--- src/rtl/mnl_pkg.sv ---
// ----------------------------------------------------------------------------
// Macroblock neighbour locator package
// Shared codes, widths and the word types passed between the units.
// ----------------------------------------------------------------------------
package mnl_pkg;

    // Input kind codes.
    localparam logic [1:0] KIND_PIX = 2'd0;
    localparam logic [1:0] KIND_BLK = 2'd1;
    localparam logic [1:0] KIND_WR  = 2'd2;

    // Prediction direction codes.
    localparam logic [1:0] DIR_FWD = 2'd0;
    localparam logic [1:0] DIR_BWD = 2'd1;
    localparam logic [1:0] DIR_SYM = 2'd2;

    // Fixed field widths.
    localparam int ADDR_W = 13;
    localparam int POSX_W = 12;
    localparam int POSY_W = 17;

    // Queue between front and back, and the result buffer (powers of two).
    localparam int QUEUE_DEPTH = 4;
    localparam int OUT_DEPTH   = 16;

    // One input word with its fields unpacked (kind travels separately).
    typedef struct packed {
        logic [ADDR_W-1:0] cur_mb_addr;
        logic signed [5:0] x_pos;
        logic signed [5:0] y_pos;
        logic [1:0]        block8_index;
        logic              is_luma;
        logic [ADDR_W-1:0] left_addr;
        logic [ADDR_W-1:0] up_addr;
        logic [ADDR_W-1:0] upleft_addr;
        logic [ADDR_W-1:0] upright_addr;
        logic [3:0]        avail_mask;
        logic [1:0]        pdir_value;
    } t_query;

    // Classified job handed from the front to the back.
    typedef struct packed {
        logic              has_res;
        logic              is_write;
        logic              blk;
        logic              luma;
        logic              avail;
        logic [ADDR_W-1:0] addr;
        logic [3:0]        xi;
        logic [3:0]        yi;
        logic [ADDR_W-1:0] cur;
        logic [1:0]        b8;
        logic [1:0]        pdir;
    } t_job;

    // One result word.
    typedef struct packed {
        logic              available;
        logic [ADDR_W-1:0] nb_mb_addr;
        logic [3:0]        x_in_mb;
        logic [3:0]        y_in_mb;
        logic [POSX_W-1:0] pos_x;
        logic [POSY_W-1:0] pos_y;
    } t_result;

endpackage

--- src/rtl/mnl_queue.sv ---
// ----------------------------------------------------------------------------
// Macroblock neighbour locator job queue
// Short first-in first-out buffer that decouples the front from the back.
// ----------------------------------------------------------------------------
module mnl_queue
    import mnl_pkg::*;
(
    input  logic i_clk,
    input  logic i_rst_n,
    input  logic i_push_valid,
    input  t_job i_push_job,
    output logic o_push_ready,
    output logic o_pop_valid,
    output t_job o_pop_job,
    input  logic i_pop
);

    localparam int QPW = $clog2(QUEUE_DEPTH);
    localparam int QCW = $clog2(QUEUE_DEPTH + 1);

    t_job           r_mem [0:QUEUE_DEPTH-1];
    logic [QPW-1:0] r_wr;
    logic [QPW-1:0] r_rd;
    logic [QCW-1:0] r_count;
    logic           w_push;

    assign o_push_ready = (r_count < QCW'(QUEUE_DEPTH));
    assign o_pop_valid  = (r_count != '0);
    assign o_pop_job    = r_mem[r_rd];
    assign w_push       = i_push_valid && o_push_ready;

    // Pointers and fill count.
    always_ff @(posedge i_clk) begin
        if (!i_rst_n) begin
            r_wr    <= '0;
            r_rd    <= '0;
            r_count <= '0;
        end else begin
            if (w_push) begin
                r_wr <= r_wr + 1'b1;
            end
            if (i_pop) begin
                r_rd <= r_rd + 1'b1;
            end
            if (w_push && !i_pop) begin
                r_count <= r_count + 1'b1;
            end else if (!w_push && i_pop) begin
                r_count <= r_count - 1'b1;
            end
        end
    end

    always_ff @(posedge i_clk) begin
        if (w_push) begin
            r_mem[r_wr] <= i_push_job;
        end
    end

endmodule

--- config.mk ---
export PLATFORM = sky130hd
export DESIGN_NAME = mnl_queue
export DESIGN_NICKNAME = d
export VERILOG_FILES = /design/src/rtl/mnl_pkg.sv /design/src/rtl/mnl_queue.sv
export SDC_FILE = /design/constraint.sdc
export NUM_CORES = 1
export LEC_CHECK = 0
export BUFFER_PORTS_ARGS = -buffer_cell sky130_fd_sc_hd__buf_4
export CELL_PAD_IN_SITES_DETAIL_PLACEMENT = 2
export CELL_PAD_IN_SITES_GLOBAL_PLACEMENT = 2
export CORE_ASPECT_RATIO = 0.5
export CORE_MARGIN = 4
export CORE_UTILIZATION = 40
export DETAILED_ROUTE_END_ITERATION = 12
export GPL_ROUTABILITY_DRIVEN = 1
export PLACE_DENSITY_LB_ADDON = 0.1
export SYNTH_ARGS = -nofsm -noshare
export SYNTH_HDL_FRONTEND = slang
export SYNTH_SLANG_ARGS = --single-unit
export TNS_END_PERCENT = 20
--- constraint.sdc ---
create_clock -name i_clk -period 5.6 [get_ports i_clk]
set_input_delay 0.84 -clock i_clk [delete_from_list [all_inputs] [get_ports i_clk]]
set_output_delay 0.84 -clock i_clk [all_outputs]
set_load 0.05 [all_outputs]
# == Yosys cells after proc, flatten, opt, wreduce, memory -nomap -nowiden ==
# Memories as Yosys holds them, arrays and structs flattened. A register that Yosys moved wholly into a read port is not among the register bits.
# Index checks and enable logic that the tools add are counted.
# word_totals
ff_bits,7
ramBits,172
inputBits,47
output_inout_bits,45
word_cells,22
n_memories,1
# mem_list
name,depth,word_bits,rd,rd_ports_with_merged_regs,write_ports,line,source
r_mem,4,43,1,1,1,mnl_queue.sv:21,t_job r_mem [0:QUEUE_DEPTH-1];
# op_classes
add_sub_neg,4
magnitude_cmp,1
n_mux,6
reduce_logical,7
# ops
operator,n
2-to-1 mux 3 bit,2
adder 2 x 1 -> 2 bit (second input constant),2
2-to-1 mux 2 bit,2
adder 3 x 1 -> 3 bit (second input constant),1
logical AND 1 bit,3
< comparator 3 bit (second input constant),1
nonzero test 3 bit,1
subtractor 3 x 1 -> 3 bit (second input constant),1
logical NOT 1 bit,2
2-to-1 mux 1 bit,2
nonzero test 2 bit,1

# == Depth between registers and ports, before layout ==
# depth
ltp_word,6
ltp_mapped,8
mapped_depth_nobuf,7

# == Least setup slack after synthesis ==
# No wires, ideal clock.
# synth_path
kind,input -> register
start,input port i_push_valid
end,memory r_mem[0][0] (netlist name) (enable)
setup_time_ns,0.405
arrival_time_ns,2.161
required_ns,5.195
slack_ns,3.034
path_stages,3
path_buffers,1
cell_sequence,nor2b_1 > buf_2 > and2_1
# synth_between
elab_chain_len,3
# synth_lines
item,line,source
"start, declared",mnl_queue.sv:10,"input logic i_push_valid,"
logical AND 1 bit,mnl_queue.sv:30,assign w_push = i_push_valid && o_push_ready;
via w_push,mnl_queue.sv:25,logic w_push;
2-to-1 mux 1 bit,mnl_queue.sv:54,if (w_push) begin
2-to-1 mux 1 bit (implied by the code),mnl_queue.sv:55,r_mem[r_wr] <= i_push_job;
"end, declared",mnl_queue.sv:21,
# The timed path passes the listed nets, and every way through them passes these cells.

==> flow_summary.ini <==
[run_status]
status = completed

[timing]
finClkSkew_ns = 0.0133
worst_slew_pin_slew_ns = 1.27
slew_headroom = 0.155
tns_ns = 0
rsz0062_at_grt = no
setup_viol = 0
period_share = 0.553
hold_violations = 0
fmax_mhz = 323
fin_crit_ns = 3.10
maxSlewViolCount = 0

[detailed_routing]
dr.pass1.iters = 4
num_vias = 3086
wire_per_inst_um = 23.8
ant_nets = 0
drc = 0
first_iter_violations = 137
routed_wirelength_mm = 14.5
vias_per_cell = 5.07

[layout]
layout.nets = 422
multi_input_area_mm2 = 0.00123
stdcell_count = 609
diodes = 0
layout-drive-gt1-share = 0.437
regArea_mm2 = 0.00535
nFillCells = 1457
syn_to_final_growth_pct = 20.7

[cts]
clk_root_buffer_cell = clkbuf_16
cts_hold_buf = 0
h-tree-depth = 4
cts_setup_buffers = 0
insertion_delay_ns = 0.42
clockBufferDepth = 2
cts_sinks = 181
cts_tree = done
clk_pin_slew_ns = 0.07
cts_buffers = 17
ctsResizeCount = 0

[power]
leakage_nw = 2.71
p_seq_frac = 0.484
switching_share = 0.306
totalPowerFinal_mw = 3.59
p_int_mw = 2.49
pwr-share-clk = 0.302
power.switching_mw = 1.10
ir_drop_mv = 0.226
pwr-share-comb = 0.214
powerDensity_mw_per_mm2 = 443

[critical_path]
crit_chain = mux4_2 > buf_4
r2r_start = r_count[2]
rr_endpoint = r_mem[0][39]
critical_path_class = flip-flop to output pin
reg2reg_slack_ns = 3.26
crit_path_start_kind = flip-flop
worstRegToRegCells = 2
slowest_stage = dfxtp_2
cpPeakStageDelay_ns = 1.11
cp_max_fo = 43
crit_arrival_ns = 2.26
end_kind = output pin
critPathRequiredTime_ns = 4.76

[hold_path]
worstHoldStart = r_count[2]
whs_path_depth = 2
min_to = r_count[2]
hp-class = flip-flop to flip-flop

[synthesis]
yosysSeqAreaShare = 0.796
yosysUniqueCellTypes = 20
synth_edf_count = 172
syn_area_mm2 = 0.00671
syn-num-nets = 323
synth_async_sr_flop_share = 0
synth-seq-cells = 181
synth.most_common_cell = edfxtp_1
synthTopCellsByArea = edfxtp_1 77%, mux4_2 13%, dfxtp_1 2.7%, buf_12 1.2%, mux4_1 1.2%
synth_commonest_cells = 172 x edfxtp_1, 40 x mux4_2, 9 x and2_1, 9 x dfxtp_1
ys_warn_count = 0
yosysTopAreaCell = edfxtp_1
synth_area_per_cell_um2 = 24.9
synthCells = 270
synth.top_cell.area_share = 0.769
synth_ff_type = edfxtp_1

[placed_design]
dpl.cell_count = 577
dpl.hpwl_mm = 9.08
port_buffers = 91
gp_congestion = 0.692

[grt]
grt_max_degree = 44
grt_antenna_before_repair = 0
grt_pass1_wl_mm = 22.1
grt_pass1_vias = 3614
grt-ovfl-total = 0
groute.usage.overall = 0.159

[floorplanning]
core-area_mm2 = 0.0164
start_util = 0.409
die_h_um = 99.6
fp-row-count = 33
die_w_um = 191
dieArea_mm2 = 0.0190
ios = 92

[run]
maxCapViolCount = 0
-- cell usage in the layout, fill, tap and decap left out --
master / count
mux2i_1: 2
nand2_1: 1
clkinv_1: 1
clkbuf_16: 17
clkbuf_1: 1
xor2_1: 2
edfxtp_1: 172
fa_1: 1
mux4_2: 40
and2_2: 4
and2_1: 5
inv_1: 5
clkinv_2: 2
nor2b_1: 3
ha_1: 5
mux4_1: 3
a21boi_0: 1
buf_4: 91
clkinvlp_4: 6
dfxtp_1: 7
clkinv_4: 2
dfxtp_2: 1
inv_6: 3
or3_1: 2
xnor2_1: 3
dfxtp_4: 1
o21ai_0: 1
-- worst max-delay path by stage --
stage               endpoint  slack (ns)         start  cells after the start
2_1_floorplan    r_mem[0][0]        3.03  i_push_valid                      3
3_3_place_gp    r_mem[0][14]        2.82  i_push_valid                      3
3_5_place_dp    r_mem[2][10]        2.75  i_push_valid                      3
4_1_cts        o_pop_job[35]        2.41     flip-flop                      2
5_1_grt        o_pop_job[35]        2.33     flip-flop                      2
6_report       o_pop_job[28]        2.50     flip-flop                      2
-- critical path, delay by kind of cell (launching register included) --
kind / cells / cell delay [ns]
buf+inv: 1 / 0.22
flops: 1 / 1.11
mux: 1 / 0.48
-- metrics by stage --
stage | utilization | worst slack, ns | cell area, µm² | hold slack (ns)
after global placement | 0.461 | 2.82 | 7570 | 0.515
after global routing | 0.493 | 2.33 | 8100 | 0.589
final | 0.493 | 2.50 | 8100 | 0.563
after detailed placement | 0.461 | 2.75 | 7570 | 0.563
after CTS | 0.493 | 2.41 | 8100 | 0.578
after floorplan | - | 3.03 | 6710 | 0.485
-- power groups by stage --
stage / Combinational, mW / Sequential [mW] / Clock [mW]
after global placement: 0.759 / 1.75 / 0
after detailed placement: 0.778 / 1.77 / 0
after CTS: 0.781 / 1.74 / 1.11
final: 0.768 / 1.74 / 1.08
after global routing: 0.811 / 1.75 / 1.17
after floorplan: 0.573 / 1.71 / 0
-- state kept, by name, indices dropped and copies added, names as in the netlist, named ones only --
signal / flops
r_wr: 2
r_count: 3
r_rd: 2
r_mem: 172
-- area by class of cell --
cell class	count	share of cell area
clock buffer	18	0.0530
clock inverter	14	0.0127
inverter	5	0.00232
multi-input combinational	73	0.152
sequential	181	0.660
tap	227	0.0351
timing repair buffer	91	0.0843
-- logic make-up after synthesis --
| kind of cell | count (synthesis) | synth area share |
|---|---|---|
| AOI/OAI and AO/OA | 2 | 0.00186 |
| xor gates and xnor gates | 5 | 0.00652 |
| adders and majority gates | 6 | 0.0123 |
| buffers and inverters | 16 | 0.0207 |
| DFF | 181 | 0.796 |
| muxes | 45 | 0.149 |
| and+or+nand+nor | 15 | 0.0136 |
-- per-layer routing --
metal  vias up  global-route usage  part of all wire
met4         0              0.0452             0.012
met2        77               0.263              0.50
met5         -                   0                 0
li1       1327                   -                 -
met3        17              0.0480             0.051
met1      1665               0.207              0.43
Note: power is estimated with default switching activity, not from simulation.
