`config.mk`:
```
export PLATFORM = sky130hd
export DESIGN_NAME = mnl_front
export DESIGN_NICKNAME = d
export VERILOG_FILES = /design/src/rtl/mnl_pkg.sv /design/src/rtl/mnl_front.sv
export SDC_FILE = /design/constraint.sdc
export NUM_CORES = 1
export LEC_CHECK = 0
export BUFFER_PORTS_ARGS = -buffer_cell sky130_fd_sc_hd__buf_4
export CAP_MARGIN = 20
export CELL_PAD_IN_SITES_DETAIL_PLACEMENT = 2
export CELL_PAD_IN_SITES_GLOBAL_PLACEMENT = 2
export CORE_ASPECT_RATIO = 0.9
export CORE_MARGIN = 2
export CORE_UTILIZATION = 25
export CTS_CLUSTER_SIZE = 10
export DETAILED_ROUTE_END_ITERATION = 10
export PLACE_DENSITY_LB_ADDON = 0.2
export SYNTH_ARGS = -nofsm -noshare
export SYNTH_HDL_FRONTEND = slang
export SYNTH_SLANG_ARGS = --single-unit
```
`constraint.sdc`:
```
create_clock -name i_clk -period 2.57 [get_ports i_clk]
set_input_delay 0.1285 -clock i_clk [delete_from_list [all_inputs] [get_ports i_clk]]
set_output_delay 0.1285 -clock i_clk [all_outputs]
set_load 0.01 [all_outputs]
```
`src/rtl/mnl_pkg.sv`:
```
// ----------------------------------------------------------------------------
// Macroblock neighbour locator package
// Shared codes, widths and the word types passed between the units.
// ----------------------------------------------------------------------------
package mnl_pkg;

    // Input kind codes.
    localparam logic [1:0] KIND_PIX = 2'd0;
    localparam logic [1:0] KIND_BLK = 2'd1;
    localparam logic [1:0] KIND_WR  = 2'd2;

    // Prediction direction codes.
    localparam logic [1:0] DIR_FWD = 2'd0;
    localparam logic [1:0] DIR_BWD = 2'd1;
    localparam logic [1:0] DIR_SYM = 2'd2;

    // Fixed field widths.
    localparam int ADDR_W = 13;
    localparam int POSX_W = 12;
    localparam int POSY_W = 17;

    // Queue between front and back, and the result buffer (powers of two).
    localparam int QUEUE_DEPTH = 4;
    localparam int OUT_DEPTH   = 16;

    // One input word with its fields unpacked (kind travels separately).
    typedef struct packed {
        logic [ADDR_W-1:0] cur_mb_addr;
        logic signed [5:0] x_pos;
        logic signed [5:0] y_pos;
        logic [1:0]        block8_index;
        logic              is_luma;
        logic [ADDR_W-1:0] left_addr;
        logic [ADDR_W-1:0] up_addr;
        logic [ADDR_W-1:0] upleft_addr;
        logic [ADDR_W-1:0] upright_addr;
        logic [3:0]        avail_mask;
        logic [1:0]        pdir_value;
    } t_query;

    // Classified job handed from the front to the back.
    typedef struct packed {
        logic              has_res;
        logic              is_write;
        logic              blk;
        logic              luma;
        logic              avail;
        logic [ADDR_W-1:0] addr;
        logic [3:0]        xi;
        logic [3:0]        yi;
        logic [ADDR_W-1:0] cur;
        logic [1:0]        b8;
        logic [1:0]        pdir;
    } t_job;

    // One result word.
    typedef struct packed {
        logic              available;
        logic [ADDR_W-1:0] nb_mb_addr;
        logic [3:0]        x_in_mb;
        logic [3:0]        y_in_mb;
        logic [POSX_W-1:0] pos_x;
        logic [POSY_W-1:0] pos_y;
    } t_result;

endpackage

```
`src/rtl/mnl_front.sv`:
```
// ----------------------------------------------------------------------------
// Macroblock neighbour locator front end
// Accepts input words, selects the neighbour macroblock and its availability,
// and registers a classified job for the queue.
// ----------------------------------------------------------------------------
module mnl_front
    import mnl_pkg::*;
(
    input  logic       i_clk,
    input  logic       i_rst_n,
    input  logic       i_valid,
    output logic       o_ready,
    input  logic [1:0] i_kind,
    input  t_query     i_query,
    output logic       o_valid,
    output t_job       o_job,
    input  logic       i_ready
);

    logic              r_valid;
    t_job              r_job;
    t_job              n_job;
    logic              w_keep;
    logic              w_blk;
    logic              w_luma;
    logic signed [6:0] w_x;
    logic signed [6:0] w_y;
    logic signed [6:0] w_ext;
    logic              w_negx;
    logic              w_negy;
    logic              w_inx;
    logic              w_iny;

    assign o_ready = !r_valid || i_ready;
    assign o_valid = r_valid;
    assign o_job   = r_job;

    // Offsets, extent and neighbour selection.
    always_comb begin
        w_blk  = (i_kind == KIND_BLK);
        w_luma = w_blk || i_query.is_luma;
        w_x    = {i_query.x_pos[5], i_query.x_pos}
                 + ((w_blk && i_query.block8_index[0]) ? 7'sd8 : 7'sd0);
        w_y    = {i_query.y_pos[5], i_query.y_pos}
                 + ((w_blk && i_query.block8_index[1]) ? 7'sd8 : 7'sd0);
        w_ext  = w_luma ? 7'sd16 : 7'sd8;
        w_negx = w_x[6];
        w_negy = w_y[6];
        w_inx  = !w_negx && (w_x < w_ext);
        w_iny  = !w_negy && (w_y < w_ext);

        n_job          = '0;
        n_job.blk      = w_blk;
        n_job.luma     = w_luma;
        n_job.cur      = i_query.cur_mb_addr;
        n_job.b8       = i_query.block8_index;
        n_job.pdir     = i_query.pdir_value;
        n_job.xi       = w_luma ? w_x[3:0] : {1'b0, w_x[2:0]};
        n_job.yi       = w_luma ? w_y[3:0] : {1'b0, w_y[2:0]};

        if (w_negx && w_negy) begin
            n_job.addr  = i_query.upleft_addr;
            n_job.avail = i_query.avail_mask[3];
        end else if (w_negx && (w_negy || w_iny)) begin
            n_job.addr  = i_query.left_addr;
            n_job.avail = i_query.avail_mask[0];
        end else if (w_inx && w_negy) begin
            n_job.addr  = i_query.up_addr;
            n_job.avail = i_query.avail_mask[1];
        end else if (w_inx && w_iny) begin
            n_job.addr  = i_query.cur_mb_addr;
            n_job.avail = 1'b1;
        end else if (w_negy) begin
            n_job.addr  = i_query.upright_addr;
            n_job.avail = i_query.avail_mask[2];
        end else begin
            n_job.addr  = '0;
            n_job.avail = 1'b0;
        end

        case (i_kind)
            KIND_PIX, KIND_BLK: begin
                n_job.has_res = 1'b1;
            end
            KIND_WR: begin
                n_job.is_write = 1'b1;
            end
            default: begin
                n_job.has_res = 1'b0;
            end
        endcase
        w_keep = n_job.has_res || n_job.is_write;
    end

    // Job register valid flag; unused kinds are dropped here.
    always_ff @(posedge i_clk) begin
        if (!i_rst_n) begin
            r_valid <= 1'b0;
        end else if (o_ready) begin
            r_valid <= i_valid && w_keep;
        end
    end

    always_ff @(posedge i_clk) begin
        if (o_ready && i_valid) begin
            r_job <= n_job;
        end
    end

endmodule

```
# --- Word level (Yosys, flattened, before mapping) ---
# Cells that the tools add are included.
word_totals:
  register_bits: 44
  latchBits: 0
  mem_bits_rw: 0
  rom_bits: 0
  input_bits: 92
  output_inout_bits: 45
  elab_cells: 49
  mem_count: 0
op_classes:
  add_sub_neg: 2
  mul: 0
  n_div: 0
  order_cmp: 2
  n_eq_ne: 2
  shift: 0
  muxes: 10
  bitwise_logic: 0
  reduce_logical: 19
ops:
  columns: ["operator", "count"]
  rows:
  - ["two-way mux 14 bit", 5]
  - ["adder 6 x 5 -> 7 bit", 2]
  - ["< comparator 7 x 6 -> 1 bit", 2]
  - ["logical AND 1 bit", 10]
  - ["two-way mux 4 bit", 2]
  - ["two-way mux 5 bit", 1]
  - ["logical OR 1 bit", 4]
  - ["zero test 1 bit", 3]
  - ["== test 2 x 1 -> 1 bit, second input constant", 1]
  - ["== test 2 bit, second input constant", 1]
  - ["zero test 2 bit", 1]
  - ["two-way mux 1 bit", 2]
  - ["OR reduction 2 bit", 1]

# --- Depth between registers and ports, before layout ---
depth:
  ltp_word: 11
  depth_mapped: 11

# --- Worst setup path before layout ---
# Ideal clock, no wire load.
synth_timing:
  path_kind: "input to register"
  startpoint: "input i_kind[0]"
  endpoint: "register r_job, in the netlist o_job[28], data pin"
  setup_time_ps: 282
  arrival_time_ps: 2090
  required_ps: 2288
  path_slack_ps: 198
  stages: 11
  path_buffers: 2
  path_cell_list: "nor2b_1 -> buf_6 -> and2_1 -> ha_1 -> ha_1 -> ha_1 -> o31a_1 -> nor2_1 -> o21a_1 -> buf_4 -> o32ai_2"
synth_lines:
  columns: ["item", "line_no", "source"]
  rows:
  - ["from (decl)", "mnl_front.sv:13", "input logic [1:0] i_kind,"]
  - ["to (signal assigned)", "mnl_front.sv:106", "r_job <= n_job;"]
  - ["to (decl)", "mnl_front.sv:21", "t_job r_job;"]

==> out/metrics.yaml <==
wire_per_inst_um: 18.5
htreeDepth: 2
irDropWorstVdd_uv: 214
cp_data_required_time_ns: 2.69
drv_cap: 0
antenna_cells: 0
first_global_vias: 2231
yosysWarnings: 0
p_leak_nw: 1.54
period_minus_slack_ns: 2.35
die_area_sq_um: 9440
avgSynthCellArea_sq_um: 14.2
clockRootBuffer: "clkbuf_8"
crit_path_start_kind: "input pin"
finalSetupViolCount: 0
clk_path_buf_depth: 2
grt_setup_unrepaired: "false"
area_growth_syn_to_layout_pct: 68.8
grt_overflow: 0
async_flop_share: 0
power.density_nw_per_um2: 521
ys_seq_area_frac: 0.605
finalWirelength_mm: 7.99
synth_most_common_cell: "edfxtp_1"
slowest_stage: "and3_1"
status: "finished clean"
synth_edf_count: 43
multi_input_area_sq_um: 791
r2r-start: "o_valid$_SDFFE_PN0N_"
cts_buffers: 5
clk_pin_slew_worst_paths_ns: 0.09
rr_worst_depth: 3
cp.arrival_ns: 2.47
worst_slew_pin_slew_ns: 0.603
core-area_sq_um: 8490
layout-drive-gt1-share: 0.546
drc: 0
cts_sinks: 44
mappedNetlistArea_sq_um: 2170
path_buf_inv: 1
power_mw: 1.91
finalSetupTns_ns: 0
ios: 137
path_cells: "buf_4, nor2b_1, and2_1, ha_1, ha_1, ha_1, o31ai_1, and3_1, a221oi_1, o32ai_1"
vias: 2034
grt_usage: 0.168
cp_slowest_stage_delay_ns: 0.60
critical_path_class: "in2reg"
port_buffers: 136
crit_path_frequent_cell: "ha_1"
nets: 410
regArea_sq_um: 1310
grt_max_degree: 30
path_delay_family: "simple AND/OR/NAND/NOR gates"
setup_ws_ns: 0.219
initial_utilization: 0.255
clk-insertion-delay-late_ns: 0.30
first_pass_iters: 4
yosys.area.top_type_share: 0.595
postCtsSetupBuffers: 0
min_delay_worst_endpoint: "o_job[2]$_DFFE_PP_"
yosys-top-cells-area: "edfxtp_1 (60%), o32ai_2 (7.5%), a221oi_1 (5.3%), a22oi_1 (4.5%), ha_1 (3.5%)"
rows: 32
routed_via_density: 4.71
cts_resized: 0
max_freq_ghz: 0.425
cp_max_fo: 13
synthCells: 153
netlist.top_cell.by_area: "edfxtp_1"
clock_skew_ns: 0.00427
pre_cts_ws_ns: -0.149
finalHoldViolCount: 0
cts_tree: "done"
drt_iter0_drc: 82
ys_ff_latch: 44
slew_violations: 0
worstHoldStart: "i_query[59]"
hpwlAfterDp_mm: 5.94
crit_path_end_kind: "register"
syn-num-nets: 251
reg2reg_to: "o_job[26]$_DFFE_PP_"
rrSetupSlack_ns: 1.14
hold_slack_ns: 0.0166
synthFlopType: "edfxtp_1"
hp-class: "in2reg"
n_fill_cell: 905
grt_first_pass_wirelength_mm: 11.9
antenna_found_initial: 0
worstHoldPathCells: 1
synth_common_cells: "edfxtp_1 (43), nor2_1 (17), a221oi_1 (13), a22oi_1 (13), o32ai_2 (10)"
die_h_um: 92.4
die_x_um: 102
utilization: 0.431
slew_headroom: 0.598
synth_cell_type_count: 31
gp_congestion: 0.768
holdBufCountCts: 8
antenna_left: 0
fin_crit_sh: 0.915
## placed cells by master, fill, tap and decap left out, drive strengths merged, types with 3 or more instances in the layout
| cell type | count |
|---|---|
| buf | 149 |
| edfxtp | 43 |
| nor2 | 17 |
| o32ai | 14 |
| a221oi | 13 |
| a22oi | 13 |
| dlygate4sd3 | 13 |
| nand2 | 6 |
| ha | 6 |
| clkbuf | 5 |
| and2 | 5 |
| nor2b | 3 |
| inv | 3 |
| a21boi | 3 |
## flip-flops by register name (all words and copies together), names as in the netlist
name,flops
o_job,43
o_valid,1
## per-stage QoR
stage / area (sq um) / std cells
detailed placement: 3410 / 411
global route: 3660 / 432
finish: 3660 / 432
global placement: 3410 / 411
CTS: 3610 / 427
floorplan: 2170 / 153
## per-layer routing
metal	up-vias	GRT usage	part of all wire
li1	948	-	-
met1	1004	0.205	0.40
met2	78	0.298	0.53
met3	4	0.0392	0.063
met4	0	0.0378	0.010
met5	-	0	0
## worst max-delay path by stage
| stage | start | to | slack (ns) | cells after the start |
|---|---|---|---|---|
| global route | i_kind[1] | o_job[26]$_DFFE_PP_ | 0.01 | 10 |
| floorplan | i_kind[0] | o_job[28]$_DFFE_PP_ | 0.20 | 11 |
| finish | i_kind[1] | o_job[37]$_DFFE_PP_ | 0.22 | 10 |
| global placement | i_kind[0] | o_job[37]$_DFFE_PP_ | -0.004 | 10 |
| detailed placement | i_kind[1] | o_job[37]$_DFFE_PP_ | -0.15 | 10 |
| CTS | i_kind[1] | o_job[37]$_DFFE_PP_ | 0.17 | 10 |
## cell families (layout without fill, tap and decap cells)
| kind of cell | Yosys count | in the layout | synth area share |
|---|---|---|---|
| AO/OA/AOI/OAI | 52 | 52 | 0.233 |
| flip-flops | 44 | 44 | 0.605 |
| AND/OR/NAND/NOR | 39 | 39 | 0.0946 |
| buffers and inverters | 12 | 172 | 0.0329 |
| adder cells (fa/ha/maj) | 6 | 6 | 0.0346 |
## power by group
| part | switching, mW | leakage (nW) | internal, mW |
|---|---|---|---|
| registers | 0.0151 | 0.430 | 0.856 |
| logic | 0.214 | 1.06 | 0.263 |
| clock network | 0.266 | 0.0548 | 0.293 |
| total | 0.494 | 1.54 | 1.41 |
## area by class of cell
cell class | instances | share of cell area
repair buffers | 162 | 0.351
inverters | 2 | 0.00205
flip-flops and latches | 44 | 0.358
multi-input cells | 97 | 0.216
clock inverters | 3 | 0.0126
well taps | 119 | 0.0407
clock buffers | 5 | 0.0188
Note: power is estimated with default switching activity, not from simulation.
